<file path="config.mk">
export PLATFORM = sky130hd
export DESIGN_NAME = lcg48_random_source
export DESIGN_NICKNAME = d
export VERILOG_FILES = /design/src/rtl/lcg48_pkg.sv /design/src/rtl/lcg48_adv.sv /design/src/rtl/lcg48_div.sv /design/src/rtl/lcg48_random_source.sv
export SDC_FILE = /design/constraint.sdc
export NUM_CORES = 1
export LEC_CHECK = 0
export BUFFER_PORTS_ARGS = -buffer_cell sky130_fd_sc_hd__buf_2
export CAP_MARGIN = 5
export CORE_ASPECT_RATIO = 0.8
export CORE_MARGIN = 2
export CORE_UTILIZATION = 38
export CTS_CLUSTER_SIZE = 20
export DETAILED_ROUTE_END_ITERATION = 7
export SYNTH_ARGS = -nofsm -noshare
export SYNTH_HDL_FRONTEND = slang
export SYNTH_SLANG_ARGS = --single-unit
</file>
<file path="constraint.sdc">
create_clock -name clk_i -period 3.7 [get_ports clk_i]
set_clock_uncertainty 0.05 [all_clocks]
set_input_delay 0.185 -clock clk_i [delete_from_list [all_inputs] [get_ports clk_i]]
set_output_delay 0.185 -clock clk_i [all_outputs]
set_load 0.02 [all_outputs]
</file>
<file path="src/rtl/lcg48_pkg.sv">
`timescale 1ns / 1ps
// Shared constants of the 48-bit congruential random source.
// No dependencies; used by lcg48_adv, lcg48_div and lcg48_random_source.
package lcg48_pkg;

  localparam int unsigned SEED_W = 48;
  localparam int unsigned MULT_W = 35;
  localparam int unsigned MOD_W  = 31;
  localparam int unsigned DVD_W  = 49;
  localparam int unsigned CNT_W  = 6;

  localparam logic [MULT_W-1:0] LCG_MULT = 35'h5DEECE66D;
  localparam logic [SEED_W-1:0] LCG_INC  = 48'hB;

  localparam logic [DVD_W-1:0] FRAC_D    = 49'hFFFFFF;
  localparam logic [MOD_W-1:0] FRAC_DIV2 = 31'd33554430;

  localparam logic [1:0] MODE_RAW  = 2'd0;
  localparam logic [1:0] MODE_MOD  = 2'd1;
  localparam logic [1:0] MODE_FRAC = 2'd2;

  localparam logic [SEED_W-1:0] SEED_RST = 48'hB;

endpackage

</file>
<file path="src/rtl/lcg48_adv.sv">
`timescale 1ns / 1ps
// Bit-serial seed advance: seed * multiplier + increment mod 2^48.
// One multiplier bit per cycle; depends on lcg48_pkg.
module lcg48_adv (
  input  logic                         clk_i,
  input  logic                         rst_ni,
  input  logic                         start_i,
  input  logic [lcg48_pkg::SEED_W-1:0] seed_i,
  output logic                         done_o,
  output logic [lcg48_pkg::SEED_W-1:0] seed_o
);
  import lcg48_pkg::*;

  logic              busy_q;
  logic              done_q;
  logic [CNT_W-1:0]  cnt_q;
  logic [SEED_W-1:0] acc_q, acc_d;
  logic [SEED_W-1:0] mcand_q;

  assign acc_d = LCG_MULT[cnt_q] ? acc_q + mcand_q : acc_q;

  always_ff @(posedge clk_i or negedge rst_ni) begin
    if (!rst_ni) begin
      busy_q <= 1'b0;
      done_q <= 1'b0;
      cnt_q  <= '0;
    end else begin
      done_q <= 1'b0;
      if (start_i) begin
        busy_q <= 1'b1;
        cnt_q  <= '0;
      end else if (busy_q) begin
        cnt_q <= cnt_q + 1'b1;
        if (cnt_q == CNT_W'(MULT_W - 1)) begin
          busy_q <= 1'b0;
          done_q <= 1'b1;
        end
      end
    end
  end

  always_ff @(posedge clk_i) begin
    if (start_i) begin
      acc_q   <= LCG_INC;
      mcand_q <= seed_i;
    end else if (busy_q) begin
      acc_q   <= acc_d;
      mcand_q <= {mcand_q[SEED_W-2:0], 1'b0};
    end
  end

  assign done_o = done_q;
  assign seed_o = acc_q;

endmodule

</file>
<file path="src/rtl/lcg48_div.sv">
`timescale 1ns / 1ps
// Restoring divider, one quotient bit per cycle.
// Gives quotient and remainder of a 49-bit dividend; depends on lcg48_pkg.
module lcg48_div (
  input  logic                        clk_i,
  input  logic                        rst_ni,
  input  logic                        start_i,
  input  logic [lcg48_pkg::DVD_W-1:0] dividend_i,
  input  logic [lcg48_pkg::MOD_W-1:0] divisor_i,
  output logic                        done_o,
  output logic [lcg48_pkg::DVD_W-1:0] quot_o,
  output logic [lcg48_pkg::MOD_W-1:0] rem_o
);
  import lcg48_pkg::*;

  logic             busy_q;
  logic             done_q;
  logic [CNT_W-1:0] cnt_q;
  logic [DVD_W-1:0] dvd_q;
  logic [MOD_W-1:0] rem_q;
  logic [MOD_W-1:0] dsr_q;
  logic [MOD_W:0]   part;
  logic [MOD_W:0]   diff;
  logic             ge;

  assign part = {rem_q, dvd_q[DVD_W-1]};
  assign ge   = part >= {1'b0, dsr_q};
  assign diff = part - {1'b0, dsr_q};

  always_ff @(posedge clk_i or negedge rst_ni) begin
    if (!rst_ni) begin
      busy_q <= 1'b0;
      done_q <= 1'b0;
      cnt_q  <= '0;
    end else begin
      done_q <= 1'b0;
      if (start_i) begin
        busy_q <= 1'b1;
        cnt_q  <= '0;
      end else if (busy_q) begin
        cnt_q <= cnt_q + 1'b1;
        if (cnt_q == CNT_W'(DVD_W - 1)) begin
          busy_q <= 1'b0;
          done_q <= 1'b1;
        end
      end
    end
  end

  always_ff @(posedge clk_i) begin
    if (start_i) begin
      dvd_q <= dividend_i;
      rem_q <= '0;
      dsr_q <= divisor_i;
    end else if (busy_q) begin
      dvd_q <= {dvd_q[DVD_W-2:0], ge};
      rem_q <= ge ? diff[MOD_W-1:0] : part[MOD_W-1:0];
    end
  end

  assign done_o = done_q;
  assign quot_o = dvd_q;
  assign rem_o  = rem_q;

endmodule

</file>
<file path="src/rtl/lcg48_random_source.sv">
`timescale 1ns / 1ps
// 48-bit linear congruential random source: sequencer, register port, output register.
// Depends on lcg48_pkg, lcg48_adv and lcg48_div.
//
// Usage: each request on the s_axis channel (tuser = mode, tdata = modulus) advances
// the seed and yields one result on m_axis (tdata = value, tuser = error flag).
// Mode 0 (and 3) returns the seed, mode 1 the seed modulo the modulus, mode 2 the
// low 24 bits as a Q1.24 fraction of 0xFFFFFF. A zero modulus in mode 1 returns 0
// with the error flag set.
// The serial multiplier takes one multiplier bit a cycle; mode 2 and mode 1 with a
// nonzero modulus then pass through the restoring divider (one quotient bit a cycle).
// The sequencer steps from idle through the advance state, the divide state when
// one is needed, and a finish state that fills the output register. One request is
// in flight at a time; the next one is taken once the sequencer is back in idle.
// Reset loads the seed with 0xB and start_seed with 0. Writing start_seed over the
// APB port (addresses 0 to 7) loads the seed with its successor; s_axis_tready
// stays low until that advance is done. A finished result waits in the output register
// while the next request runs; if the receiver still stalls, the sequencer holds.
module lcg48_random_source (
  input  logic        clk_i,
  input  logic        rst_ni,
  input  logic        s_axis_tvalid,
  output logic        s_axis_tready,
  input  logic [31:0] s_axis_tdata,  // [30:0] modulus
  input  logic [1:0]  s_axis_tuser,  // [1:0] mode
  output logic        m_axis_tvalid,
  input  logic        m_axis_tready,
  output logic [47:0] m_axis_tdata,  // [47:0] value
  output logic        m_axis_tuser,  // [0] error
  input  logic        psel,
  input  logic        penable,
  input  logic        pwrite,
  input  logic [3:0]  paddr,
  input  logic [63:0] pwdata,
  output logic [63:0] prdata,
  output logic        pready
);
  import lcg48_pkg::*;

  localparam logic [1:0] ST_IDLE = 2'd0;
  localparam logic [1:0] ST_ADV  = 2'd1;
  localparam logic [1:0] ST_DIV  = 2'd2;
  localparam logic [1:0] ST_FIN  = 2'd3;

  logic [1:0]        state_q;
  logic              cfg_pend_q;
  logic              is_cfg_q;
  logic [SEED_W-1:0] start_seed_q;
  logic [SEED_W-1:0] seed_q;
  logic [1:0]        mode_q;
  logic [MOD_W-1:0]  modulus_q;
  logic [SEED_W-1:0] val_q;
  logic              err_q;
  logic              out_valid_q;
  logic [SEED_W-1:0] out_data_q;
  logic              out_err_q;

  logic              in_acc;
  logic              out_acc;
  logic              cfg_wr;
  logic              adv_start;
  logic [SEED_W-1:0] adv_operand;
  logic              adv_done;
  logic [SEED_W-1:0] adv_seed;
  logic              need_div;
  logic              div_start;
  logic [DVD_W-1:0]  div_dividend;
  logic [MOD_W-1:0]  div_divisor;
  logic              div_done;
  logic [DVD_W-1:0]  div_quot;
  logic [MOD_W-1:0]  div_rem;

  assign pready  = 1'b1;
  assign cfg_wr  = psel && penable && pwrite && pready && !paddr[3];
  assign prdata  = paddr[3] ? 64'd0 : {16'd0, start_seed_q};

  assign s_axis_tready = (state_q == ST_IDLE) && !cfg_pend_q;
  assign in_acc        = s_axis_tvalid && s_axis_tready;
  assign out_acc       = out_valid_q && m_axis_tready;

  assign adv_start   = (state_q == ST_IDLE) && (cfg_pend_q || s_axis_tvalid);
  assign adv_operand = cfg_pend_q ? start_seed_q : seed_q;

  assign need_div  = (mode_q == MODE_FRAC) || ((mode_q == MODE_MOD) && (modulus_q != '0));
  assign div_start = (state_q == ST_ADV) && adv_done && !is_cfg_q && need_div;
  assign div_dividend = (mode_q == MODE_FRAC)
                      ? ({adv_seed[23:0], 25'd0} + FRAC_D)
                      : {1'b0, adv_seed};
  assign div_divisor  = (mode_q == MODE_FRAC) ? FRAC_DIV2 : modulus_q;

  lcg48_adv u_adv (
    .clk_i   (clk_i),
    .rst_ni  (rst_ni),
    .start_i (adv_start),
    .seed_i  (adv_operand),
    .done_o  (adv_done),
    .seed_o  (adv_seed)
  );

  lcg48_div u_div (
    .clk_i      (clk_i),
    .rst_ni     (rst_ni),
    .start_i    (div_start),
    .dividend_i (div_dividend),
    .divisor_i  (div_divisor),
    .done_o     (div_done),
    .quot_o     (div_quot),
    .rem_o      (div_rem)
  );

  always_ff @(posedge clk_i or negedge rst_ni) begin
    if (!rst_ni) begin
      state_q      <= ST_IDLE;
      cfg_pend_q   <= 1'b0;
      is_cfg_q     <= 1'b0;
      start_seed_q <= '0;
      seed_q       <= SEED_RST;
      out_valid_q  <= 1'b0;
    end else begin
      if (cfg_wr) begin
        start_seed_q <= pwdata[SEED_W-1:0];
        cfg_pend_q   <= 1'b1;
      end
      if (out_acc) begin
        out_valid_q <= 1'b0;
      end
      case (state_q)
        ST_IDLE: begin
          if (adv_start) begin
            is_cfg_q <= cfg_pend_q;
            if (cfg_pend_q && !cfg_wr) begin
              cfg_pend_q <= 1'b0;
            end
            state_q <= ST_ADV;
          end
        end
        ST_ADV: begin
          if (adv_done) begin
            seed_q <= adv_seed;
            if (is_cfg_q) begin
              state_q <= ST_IDLE;
            end else if (need_div) begin
              state_q <= ST_DIV;
            end else begin
              state_q <= ST_FIN;
            end
          end
        end
        ST_DIV: begin
          if (div_done) begin
            state_q <= ST_FIN;
          end
        end
        ST_FIN: begin
          if (!out_valid_q || m_axis_tready) begin
            out_valid_q <= 1'b1;
            state_q     <= ST_IDLE;
          end
        end
        default: begin
          state_q <= ST_IDLE;
        end
      endcase
    end
  end

  always_ff @(posedge clk_i) begin
    if (in_acc) begin
      mode_q    <= s_axis_tuser;
      modulus_q <= s_axis_tdata[MOD_W-1:0];
    end
    if ((state_q == ST_ADV) && adv_done) begin
      val_q <= ((mode_q == MODE_MOD) && (modulus_q == '0)) ? '0 : adv_seed;
      err_q <= (mode_q == MODE_MOD) && (modulus_q == '0);
    end
    if ((state_q == ST_DIV) && div_done) begin
      val_q <= (mode_q == MODE_FRAC) ? div_quot[SEED_W-1:0]
                                     : {{(SEED_W-MOD_W){1'b0}}, div_rem};
    end
    if ((state_q == ST_FIN) && (!out_valid_q || m_axis_tready)) begin
      out_data_q <= val_q;
      out_err_q  <= err_q;
    end
  end

  assign m_axis_tvalid = out_valid_q;
  assign m_axis_tdata  = out_data_q;
  assign m_axis_tuser  = out_err_q;

  a_acc_to_adv: assert property (@(posedge clk_i) disable iff (!rst_ni)
    in_acc |=> state_q == ST_ADV)
    else $error("accepted request did not start an advance");

  a_adv_done_state: assert property (@(posedge clk_i) disable iff (!rst_ni)
    adv_done |-> state_q == ST_ADV)
    else $error("advance finished outside its state");

  a_div_done_state: assert property (@(posedge clk_i) disable iff (!rst_ni)
    div_done |-> state_q == ST_DIV)
    else $error("division finished outside its state");

  a_err_zero: assert property (@(posedge clk_i) disable iff (!rst_ni)
    (m_axis_tvalid && m_axis_tuser) |-> m_axis_tdata == '0)
    else $error("error result carries a nonzero value");

endmodule

</file>
======== Word-level counts from Yosys, hierarchy flattened ========
Memory sizes are Yosys's and may differ from the RTL's.
Index checks and enable logic that the tools add are counted.
operators by class
  add/sub/neg operators ................... 5
  magnitude comparators ................... 2
  eq/ne operators ......................... 11
  multiplexer cells ....................... 43
  reduce and logical (&&, ||, !) cells .... 33
operators with widths
  kind                    number
  $mux 48                 8
  $mux 49                 3
  $add 49x24->49 const B  1
  $add 48x48->48          1
  $ge 32x31->1            1
  $logic_not 31->1        1
  $mux 31                 1
  $reduce_bool 31->1      1
  $sub 31x31->31          1
  $mux 6                  4
  $mux 1                  21
  $logic_and 1x1->1       15
  $add 6x1->6 const B     2
  $eq 6x6->1 const B      2
  $mux 2                  5
  $pmux 2 s4              1
  $lt 6x7->1 const B      1
  $eq 2x2->1 const B      3
  $reduce_and 2->1        3
  $reduce_bool 2->1       3
  $logic_not 1->1         5
  $eq 2x1->1 const B      2
  $ne 2x1->1 const B      2
  $ne 2x2->1 const B      2
  3 further kinds         5
storage, ports and cells
  flip-flop bits (word level) ............. 455
  memory bits (read-only) ................. 64
  input port bits ......................... 109
  output and inout port bits .............. 116
  logic and storage cells ................. 118
  memories kept ........................... 1
memories
  name             depth  bits a word  read ports  clocked after memory_dff  write ports  RTL line         RTL
  (no name shown)  64     1            1           0                         0            lcg48_adv.sv:20  assign acc_d = LCG_MULT[cnt_q] ? acc_q + mcand_q : acc_q;

======== Depth between registers and ports, before layout ========
Gate-level depths: netlist (run 1).
  depth after elaboration ................. 8
  gate-level depth with buffers ........... 15
  mapped depth without buffers ............ 13

======== By module ========
Synthesis (run 1) repeated with hierarchy kept, for this count alone.
second synthesis, totals
  cells, all modules ...................... 2176
  area, all modules ....................... 23650.2 sq um
modules (own cells, without submodules)
  module               instances  cells an instance  area an instance (sq um)  seq. area each (sq um)
  lcg48_random_source  1          864                10496.3                   6465.0
  lcg48_adv            1          726                6711.4                    2602.5
  lcg48_div            1          586                6442.4                    3223.1

======== Least setup slack after synthesis (run 1) ========
No wires, ideal clock.
  path kind ............................... register to register
  start ................................... register with a tool-made name
  end ..................................... register out_data_q[0], in the netlist m_axis_tdata[0], enable pin
  library setup time ...................... 0.457 ns
  arrival time ............................ 2.753 ns
  required time ........................... 3.193 ns
  path slack .............................. 0.440 ns
  cell stages (with the launch flop) ...... 4
  path buffers ............................ 1
  clock period less this slack ............ 3.260 ns
  path through ............................ dfrtp_1 > clkbuf_1 > nand2_1 > nor2_1
RTL lines
  element               RTL line                    RTL
  to (signal assigned)  lcg48_random_source.sv:181  out_data_q <= val_q;
  to (decl)             lcg48_random_source.sv:55   logic [SEED_W-1:0] out_data_q;

======== Final worst setup path (run 1) ========
  start ................................... register u_adv.acc_q[0], in the netlist u_adv.seed_o[0]
  end ..................................... register u_adv.acc_q[44], in the netlist u_adv.seed_o[44]
between the ends
  longest elaborated chain between the ends .. 1
RTL lines
  element                 RTL line         RTL
  from (decl)             lcg48_adv.sv:17  logic [SEED_W-1:0] acc_q, acc_d;
  from (signal assigned)  lcg48_adv.sv:44  acc_q <= LCG_INC;
  from (signal assigned)  lcg48_adv.sv:47  acc_q <= acc_d;
  $add 48x48->48          lcg48_adv.sv:20
Every way passes these cells.
A chain may end at the register's enable or synchronous reset.

==> impl_metrics.json, run 1 <==
{
  "finalSetupViolCount": 0,
  "setup_slack_ns": 0.303,
  "port_buffers": 187,
  "firstDrtPassIters": 6,
  "clk_pin_slew_ns": 0.07,
  "post-place-ws_ns": 0.323,
  "antenna_left": 0,
  "worstPathBufferInverterCount": 0,
  "instances_no_fill": 3359,
  "netlist_instances": 2285,
  "overflow": 0,
  "critPathKind": "reg -> reg",
  "hpwl_um": 44700,
  "grt_antenna_before_repair": 4,
  "initial_core_util_pct": 38.6,
  "syn_area_um2": 23100,
  "clk_path_buf_depth": 3,
  "synthArstFlopShare_pct": 25.7,
  "grt_pass1_vias": 16900,
  "required_ns": 4.14,
  "cts_max_level": 2,
  "max_stage_delay_ns": 0.45,
  "ios": 225,
  "synth.most_common_cell": "nand2_1",
  "rows": 80,
  "coreArea_um2": 59900,
  "synth_edf_count": 259,
  "yosys_warnings": 0,
  "holdCritPathClass": "in -> async",
  "grt_max_degree": 116,
  "grt_util_all_layers_pct": 20.0,
  "cts_root_buffer": "clkbuf_16",
  "ys_seq_area_share_pct": 53.2,
  "drt-wirelength-per-cell_um": 18.9,
  "synth_flop_cell": "edfxtp_1",
  "clk_latency_ns": 0.60,
  "reg2reg_depth": 12,
  "period_share_pct": 91.8,
  "cts.sinks": 455,
  "routed_wl_um": 63400,
  "rsz0062_at_grt": "no",
  "dieArea_um2": 62700,
  "synth.avg_cell_area_um2": 10.1,
  "start_kind": "flop",
  "finalHoldViolCount": 0,
  "crit_chain": "ha_1 -> fa_1 -> a21o_2 -> nand4_1 -> a21oi_1 -> o2111ai_1 -> a31oi_2 -> o21ai_1 -> o21ai_0 -> nand2_1 -> nor4_1 -> a211o_1",
  "postCtsSetupBuffers": 0,
  "ir_worst_vdd_mv": 0.398,
  "ys_top_cells_by_area": "edfxtp_1 34%, dfrtp_1 12%, nand2_1 8.0%",
  "dp.cells": 3183,
  "fmax_mhz": 294,
  "fin_tns_setup_ns": 0,
  "die_y_um": 224,
  "worstMarginPinSlew_ns": 0.990,
  "yosysUniqueCellTypes": 85,
  "cts_tree": "built",
  "power_w": 0.0210,
  "num-nets-final": 2734,
  "cts_buffers": 48,
  "p_leak_nw": 11.8,
  "cp-end-kind": "flop",
  "cellPowerDensity_nw_per_um2": 764,
  "yosys-top-cells-count": "490 x nand2_1, 259 x edfxtp_1, 137 x o21ai_0",
  "regToRegEndpoint": "u_adv.seed_o[44]",
  "finalMaxSlewViolations": 0,
  "drive_above_1_share_pct": 16.0,
  "via_count": 17900,
  "fp.dieW_um": 280,
  "synth_top_area_share_pct": 33.7,
  "place.gp.congestion": 0.899,
  "avgViaCountPerCell": 5.32,
  "reg2reg_from": "u_adv.seed_o[0]",
  "drtIter0Drc": 1629,
  "slew_headroom_pct": 34.0,
  "drc": 0,
  "synth_top_area_cell": "edfxtp_1",
  "min_period_ns": 3.40,
  "crit_arrival_ns": 3.83,
  "maxCapViolations": 0,
  "ys_seq_elements": 455,
  "synthToLayoutAreaGrowth_pct": 19.0,
  "cp_max_fo": 6,
  "worst_path_dominant_cell_family": "compound AO/OA/AOI/OAI gates",
  "r2r_slack_ns": 0.30,
  "cpMaxStageDelayCell": "o2111ai_1",
  "run_status": "finished, final reports clean",
  "grt_pass1_wl_um": 98200
}
## metal layers
layer,wire (um),track usage (%),share of wire (%),vias to the layer above
li1,-,-,-,8626
met1,30800,30.5,49,8633
met2,26900,29.1,42,541
met3,4540,4.08,7.2,63
met4,1170,4.57,1.8,0
met5,0,0,0,-
## worst max-delay path by stage
| stage | depth (start not counted) | to | slack (ns) | from |
|---|---|---|---|---|
| after floorplan | 3 | m_axis_tdata[0] | 0.44 | flop |
| after global placement | 12 | u_adv.seed_o[44] | 0.40 | u_adv.mcand_q[0] |
| after detailed placement | 12 | u_adv.seed_o[44] | 0.32 | u_adv.seed_o[0] |
| after CTS | 12 | u_adv.seed_o[46] | 0.30 | u_adv.seed_o[0] |
| after global routing | 12 | u_adv.seed_o[40] | 0.10 | u_adv.seed_o[0] |
| final | 12 | u_adv.seed_o[44] | 0.30 | u_adv.seed_o[0] |
## layout make-up
class	count	area (um^2)
timing repair buffer	330	2260
tap	779	975
fill	5598	32400
multi-input combinational	1644	10100
inverter	60	226
antenna	1	2.50
clock buffer	62	1320
sequential	455	12300
clock inverter	28	338
## cell families after synthesis
group | share of synthesized area [%]
mux | 5.90
flops | 53.2
xor+xnor | 2.43
other cells | 0.0325
simple gates | 16.1
buf+inv | 3.65
fa+ha+maj | 4.73
compound gates | 13.9
## sequential cells by signal (all words and copies together), names as in the netlist, 2 cells and up, named ones only
| signal | cells |
|---|---|
| mode_q | 2 |
| u_div.rem_o | 31 |
| u_div.quot_o | 49 |
| modulus_q | 31 |
| u_adv.seed_o | 48 |
| u_div.cnt_q | 6 |
| u_div.dsr_q | 31 |
| u_adv.cnt_q | 6 |
| val_q | 48 |
| u_adv.mcand_q | 48 |
| start_seed_q | 48 |
| m_axis_tdata | 48 |
| seed_q | 48 |
## placed cells by master (no fill, tap or decap), types with 12 or more instances in the layout
master	n
conb_1	17
buf_4	56
buf_2	186
nor2_1	109
o22ai_1	36
a311oi_1	16
dfxtp_1	79
and2_1	12
inv_1	58
clkbuf_16	49
dlygate4sd3_1	84
ha_1	84
a21oi_1	120
nor3_1	13
mux2_2	49
mux2i_1	81
o21ai_0	137
nand2b_1	36
nor4_1	12
nand4_1	27
a31oi_1	46
xor2_1	32
edfxtp_1	259
dfrtp_1	113
or3_1	12
nand3_1	35
nor2b_1	54
a21o_1	47
o21a_1	12
a22o_1	18
xnor2_1	32
nand2_1	486
## what timing repair did
item | CTS | global route
endpoints found under the hold margin | 148 | 0
resized for setup | 0 | 1
setup endpoints to repair | 0 | 1
hold buffers | 84 | 0
## metrics by stage
stage / hold WS (ns) / area, um^2 / util (%)
3_3_place_gp: 0.312 / 25000 / 41.7
6_report: 0.207 / 27500 / 45.9
3_5_place_dp: 0.313 / 25000 / 41.7
4_1_cts: 0.194 / 27500 / 45.9
2_1_floorplan: -0.161 / 23100 / -
5_1_grt: 0.226 / 27500 / 45.9
## power breakdown
group	internal (W)	total (W)	switching (W)
sequential	0.00657	0.00757	0.00100
combinational	0.00343	0.00833	0.00490
clock	0.00301	0.00508	0.00207
## worst reg2reg max path: cells and delay by family, from the launching register on
kind                       cells  cell delay (ns)
AOI/OAI and AO/OA              7             1.85
adders and majority gates      2             0.71
DFF                            1             0.38
and+or+nand+nor                3             0.29
(Power assumes the default switching activity.)
==> run 2: changes to the inputs <==
Settings changed: PLACE_DENSITY from default to 0.57.
Clock period 3.7 ns to 3.9 ns, I/O delays scaled along.
==> impl_metrics.json, run 2 (synthesis gave the netlist of run 1 again) <==
{
  "grt_max_degree": 118,
  "die_y_um": 224,
  "start_kind": "flop",
  "grt_antenna_before_repair": 2,
  "initial_core_util_pct": 38.6,
  "largest_reg_flops": 49,
  "hpwl_um": 45300,
  "overflow": 0,
  "crit_arrival_ns": 3.86,
  "critPathKind": "reg -> reg",
  "final_common_cell": "nand2_1",
  "finalSetupViolCount": 0,
  "p_leak_nw": 11.8,
  "num-nets-final": 2731,
  "avgViaCountPerCell": 5.31,
  "synthToLayoutAreaGrowth_pct": 19.7,
  "finalMaxSlewViolations": 0,
  "fin_tns_setup_ns": 0,
  "rsz0062_at_grt": "no",
  "n_antenna_cell": 0,
  "cellPowerDensity_nw_per_um2": 739,
  "clk_pin_slew_ns": 0.06,
  "place_area_um2": 25000,
  "firstDrtPassIters": 6,
  "drt-wirelength-per-cell_um": 19.1,
  "fmax_mhz": 296,
  "ios": 225,
  "stdcell_area_um2": 27600,
  "r2r_slack_ns": 0.52,
  "cp_max_fo": 7,
  "clk_path_buf_depth": 3,
  "regToRegEndpoint": "u_adv.seed_o[47]",
  "cts_root_buffer": "clkbuf_16",
  "cts.sinks": 455,
  "rows": 80,
  "cts_resized": 0,
  "reg2reg_depth": 11,
  "dp.cells": 3181,
  "worstMarginPinSlew_ns": 1.31,
  "grt_pass1_vias": 17100,
  "cp-end-kind": "flop",
  "cts_buffers": 48,
  "slew_headroom_pct": 12.6,
  "antenna_left": 0,
  "cts_tree": "built",
  "drive_above_1_share_pct": 15.8,
  "cts_max_level": 2,
  "run_status": "finished, final reports clean",
  "grt_util_all_layers_pct": 20.3,
  "postCtsSetupBuffers": 0,
  "port_buffers": 187,
  "clk_latency_ns": 0.60,
  "final_cell_mix": "486 x nand2_1, 259 x edfxtp_1, 186 x buf_2, 137 x o21ai_0, 120 x a21oi_1",
  "drtIter0Drc": 1537,
  "required_ns": 4.38,
  "min_period_ns": 3.38,
  "finalHoldViolCount": 0,
  "drc": 0,
  "reg2reg_from": "u_adv.seed_o[1]",
  "period_share_pct": 86.8,
  "dieArea_um2": 62700,
  "place.gp.congestion": 0.896,
  "maxCapViolations": 0,
  "final_core_util_pct": 46.2,
  "fp.dieW_um": 280,
  "grt_pass1_wl_um": 99700,
  "ir_worst_vdd_mv": 0.448,
  "coreArea_um2": 59900,
  "via_count": 17800,
  "holdCritPathClass": "in -> async",
  "instances_no_fill": 3355,
  "routed_wl_um": 64100
}
[run 2: cell types whose count changed in the layout (fill, tap and decap cells not counted), moves of 2 or more]
cell	change
buf_4	-3
bufinv_16	+7
clkbuf_1	-2
clkinv_1	+3
clkinv_2	-6
clkinv_4	+2
clkinvlp_4	-3
[run 2: how the worst max path moves through the flow]
stage / cells after the start / start / slack (ns) / end
finish: 11 / u_adv.seed_o[1] / 0.52 / u_adv.seed_o[47]
global route: 13 / u_adv.mcand_q[0] / 0.30 / u_adv.seed_o[44]
CTS: 11 / u_adv.seed_o[1] / 0.57 / u_adv.seed_o[47]
detailed placement: 13 / u_adv.mcand_q[0] / 0.59 / u_adv.seed_o[44]
global placement: 11 / u_adv.seed_o[1] / 0.61 / u_adv.seed_o[47]
floorplan: 3 / flop / 0.64 / m_axis_tdata[0]
[run 2: area by class of cell]
type                    count  area [um^2]
clock inverters            29          509
multi-input cells        1644        10100
clock buffers              61         1320
fillers                  5645        32200
flip-flops and latches    455        12300
well taps                 779          975
inverters                  60          226
repair buffers            327         2250
[run 2: routing by layer]
layer | track usage, % | wire length (um)
met5 | 0 | 0
met4 | 5.78 | 1520
met3 | 4.05 | 4740
met2 | 29.4 | 26600
met1 | 30.6 | 31200
[run 2: worst max-delay path, stage by stage (launching register included)]
cell and delay (ns):
dfxtp_1 0.50, ha_1 0.31, a211oi_2 0.30, nor4_1 0.12, nor3_2 0.34, a22oi_2 0.18
a211o_4 0.39, a21oi_4 0.28, o31ai_4 0.14, and4_4 0.23, a221oi_2 0.24, mux2i_1 0.21
[run 2: metrics by stage]
stage               worst slack, ns  total power [W]  hold slack [ns]
floorplan                     0.640           0.0126           -0.151
global placement              0.612           0.0148            0.273
detailed placement            0.591           0.0150            0.285
CTS                           0.567           0.0205            0.180
global route                  0.301           0.0218            0.232
finish                        0.516           0.0204            0.173
[run 2: where the power goes]
group | total (W) | switching [W] | internal, W
logic | 0.00792 | 0.00465 | 0.00326
registers | 0.00715 | 0.000922 | 0.00623
clock network | 0.00533 | 0.00200 | 0.00333
total | 0.0204 | 0.00758 | 0.0128
[run 2: timing repair]
action | CTS | global route
hold endpoints to repair | 134 | 0
setup endpoints to repair | 0 | 0
hold buffers | 84 | 0
==> run 3: changes to the inputs <==
Settings changed: CORE_MARGIN 2 to 3, PLACE_DENSITY 0.57 to 0.59.
Clock period 3.9 ns to 3 ns, I/O delays scaled along.
==> impl_metrics.json, run 3 (synthesis gave the netlist of run 1 again) <==
{
  "power_w": 0.0283,
  "place.gp.congestion": 0.865,
  "slew_headroom_pct": 42.3,
  "p_leak_nw": 12.6,
  "drtIter0Drc": 1477,
  "rsz0062_at_grt": "yes",
  "cts_max_level": 2,
  "grt_pass1_vias": 18000,
  "combPwrFrac_pct": 45.9,
  "cellPowerDensity_nw_per_um2": 963,
  "run_status": "finished, violations left",
  "ios": 225,
  "worstMarginPinSlew_ns": 0.862,
  "m1WireLength_um": 32500,
  "rows": 80,
  "final_core_util_pct": 49.0,
  "setup_slack_ns": -0.0631,
  "period_share_pct": 102,
  "required_ns": 3.42,
  "min_period_ns": 3.06,
  "clk_path_buf_depth": 3,
  "finalHoldViolCount": 0,
  "drc": 0,
  "via_count": 18700,
  "maxCapViolations": 0,
  "finalSetupViolCount": 7,
  "drt-wirelength-per-cell_um": 19.3,
  "routed_wl_um": 67600,
  "fill_cells": 5506,
  "p_int_w": 0.0175,
  "fp.dieW_um": 282,
  "largest_reg_flops": 49,
  "final_cell_mix": "471 x nand2_1, 259 x edfxtp_1, 186 x buf_2, 181 x buf_4, 129 x o21ai_0",
  "highest_layer": "met5",
  "violations": "negative setup slack",
  "overflow": 0,
  "hpwl_um": 48000,
  "reg2reg_depth": 13,
  "seqPwrFrac_pct": 32.0,
  "initial_core_util_pct": 38.6,
  "cts_buffers": 48,
  "critPathKind": "reg -> reg",
  "crit_arrival_ns": 3.48,
  "final_common_cell": "nand2_1",
  "grt_max_degree": 57,
  "start_kind": "flop",
  "drive_above_1_share_pct": 23.9,
  "cts_tree": "built",
  "cts.sinks": 455,
  "power.switching_w": 0.0108,
  "grt_util_all_layers_pct": 20.9,
  "clk_latency_ns": 0.59,
  "port_buffers": 187,
  "wl_met3_um": 4600,
  "fmax_mhz": 326,
  "die_y_um": 226,
  "synthToLayoutAreaGrowth_pct": 27.1,
  "cp-end-kind": "flop",
  "coreArea_um2": 59900,
  "grt_antenna_before_repair": 4,
  "reg2reg_from": "u_adv.mcand_q[0]",
  "ir_worst_vdd_mv": 0.503,
  "finalMaxSlewViolations": 0,
  "num-nets-final": 2877,
  "dr_wl_met2_um": 28700,
  "n_antenna_cell": 0,
  "holdCritPathClass": "in -> async",
  "dieArea_um2": 63800,
  "multi_input_area_um2": 10700,
  "regToRegEndpoint": "u_adv.seed_o[20]",
  "clk_pin_slew_ns": 0.06,
  "cp_max_fo": 3,
  "antenna_left": 0,
  "firstDrtPassIters": 5,
  "seq_area_um2": 12300,
  "post-place-ws_ns": -0.163,
  "clock_power_share_pct": 22.1,
  "grt_pass1_wl_um": 104000,
  "cts_root_buffer": "clkbuf_16",
  "sw_frac_of_total_pct": 38.2,
  "fin_tns_setup_ns": -0.313,
  "place_area_um2": 25900,
  "stdcell_area_um2": 29300,
  "r2r_slack_ns": -0.06,
  "avgViaCountPerCell": 5.34
}
==> run 3: per-layer routing <==
metal	track usage (%)	vias to the layer above
met4	5.56	2
met3	3.54	97
met5	0.905	-
met2	31.0	569
li1	-	8918
met1	31.5	9103
==> run 3: how the worst max path moves through the flow <==
stage / start / to / slack, ns
2_1_floorplan: state_q[0] / u_div.quot_o[0] / 0.005
4_1_cts: u_adv.mcand_q[0] / u_adv.seed_o[47] / -0.03
5_1_grt: u_adv.mcand_q[0] / u_adv.seed_o[43] / -0.22
6_report: u_adv.mcand_q[0] / u_adv.seed_o[20] / -0.06
3_3_place_gp: u_adv.mcand_q[0] / u_adv.seed_o[39] / -0.11
3_5_place_dp: u_adv.mcand_q[0] / u_adv.seed_o[47] / -0.16
==> run 3: final cells by class <==
| type | instances | area share, % |
|---|---|---|
| Timing Repair Buffer | 473 | 11.9 |
| Sequential cell | 455 | 41.9 |
| Tap cell | 779 | 3.32 |
| Multi-Input combinational cell | 1644 | 36.5 |
| Clock inverter | 29 | 0.981 |
| Clock buffer | 61 | 4.65 |
| Inverter | 60 | 0.772 |
==> run 3: worst max-delay path, cell delays in order (launching register included) <==
cell and delay, ns:
edfxtp_1 0.45, ha_4 0.20, buf_4 0.13, fa_2 0.36, a21o_2 0.21, nand4_1 0.14
a21oi_2 0.11, o21a_1 0.22, o21ai_2 0.22, a31oi_4 0.13, a31oi_4 0.24, a2bb2oi_2 0.17
nor4_1 0.06, a211o_1 0.25
==> run 3: timing repair <==
action	CTS	global route
pin swaps	15	84
endpoints found under the hold margin	154	0
resized for setup	30	130
endpoints found under the setup margin	47	56
setup buffers	9	21
cloned	2	0
hold buffers	84	0
==> run 3: per-stage QoR <==
stage,instances,hold WS (ns)
after floorplan,2300,-0.196
after global routing,3501,0.0779
after detailed placement,3296,0.109
after CTS,3481,0.0231
final,3501,0.0319
after global placement,3296,0.104
==> run 3: power groups by stage <==
stage / clock, W / combinational (W) / sequential, W
finish: 0.00625 / 0.0130 / 0.00904
global route: 0.00664 / 0.0142 / 0.00919
CTS: 0.00639 / 0.0120 / 0.00904
detailed placement: 0 / 0.0115 / 0.00914
global placement: 0 / 0.0114 / 0.00909
floorplan: 0 / 0.00744 / 0.00892
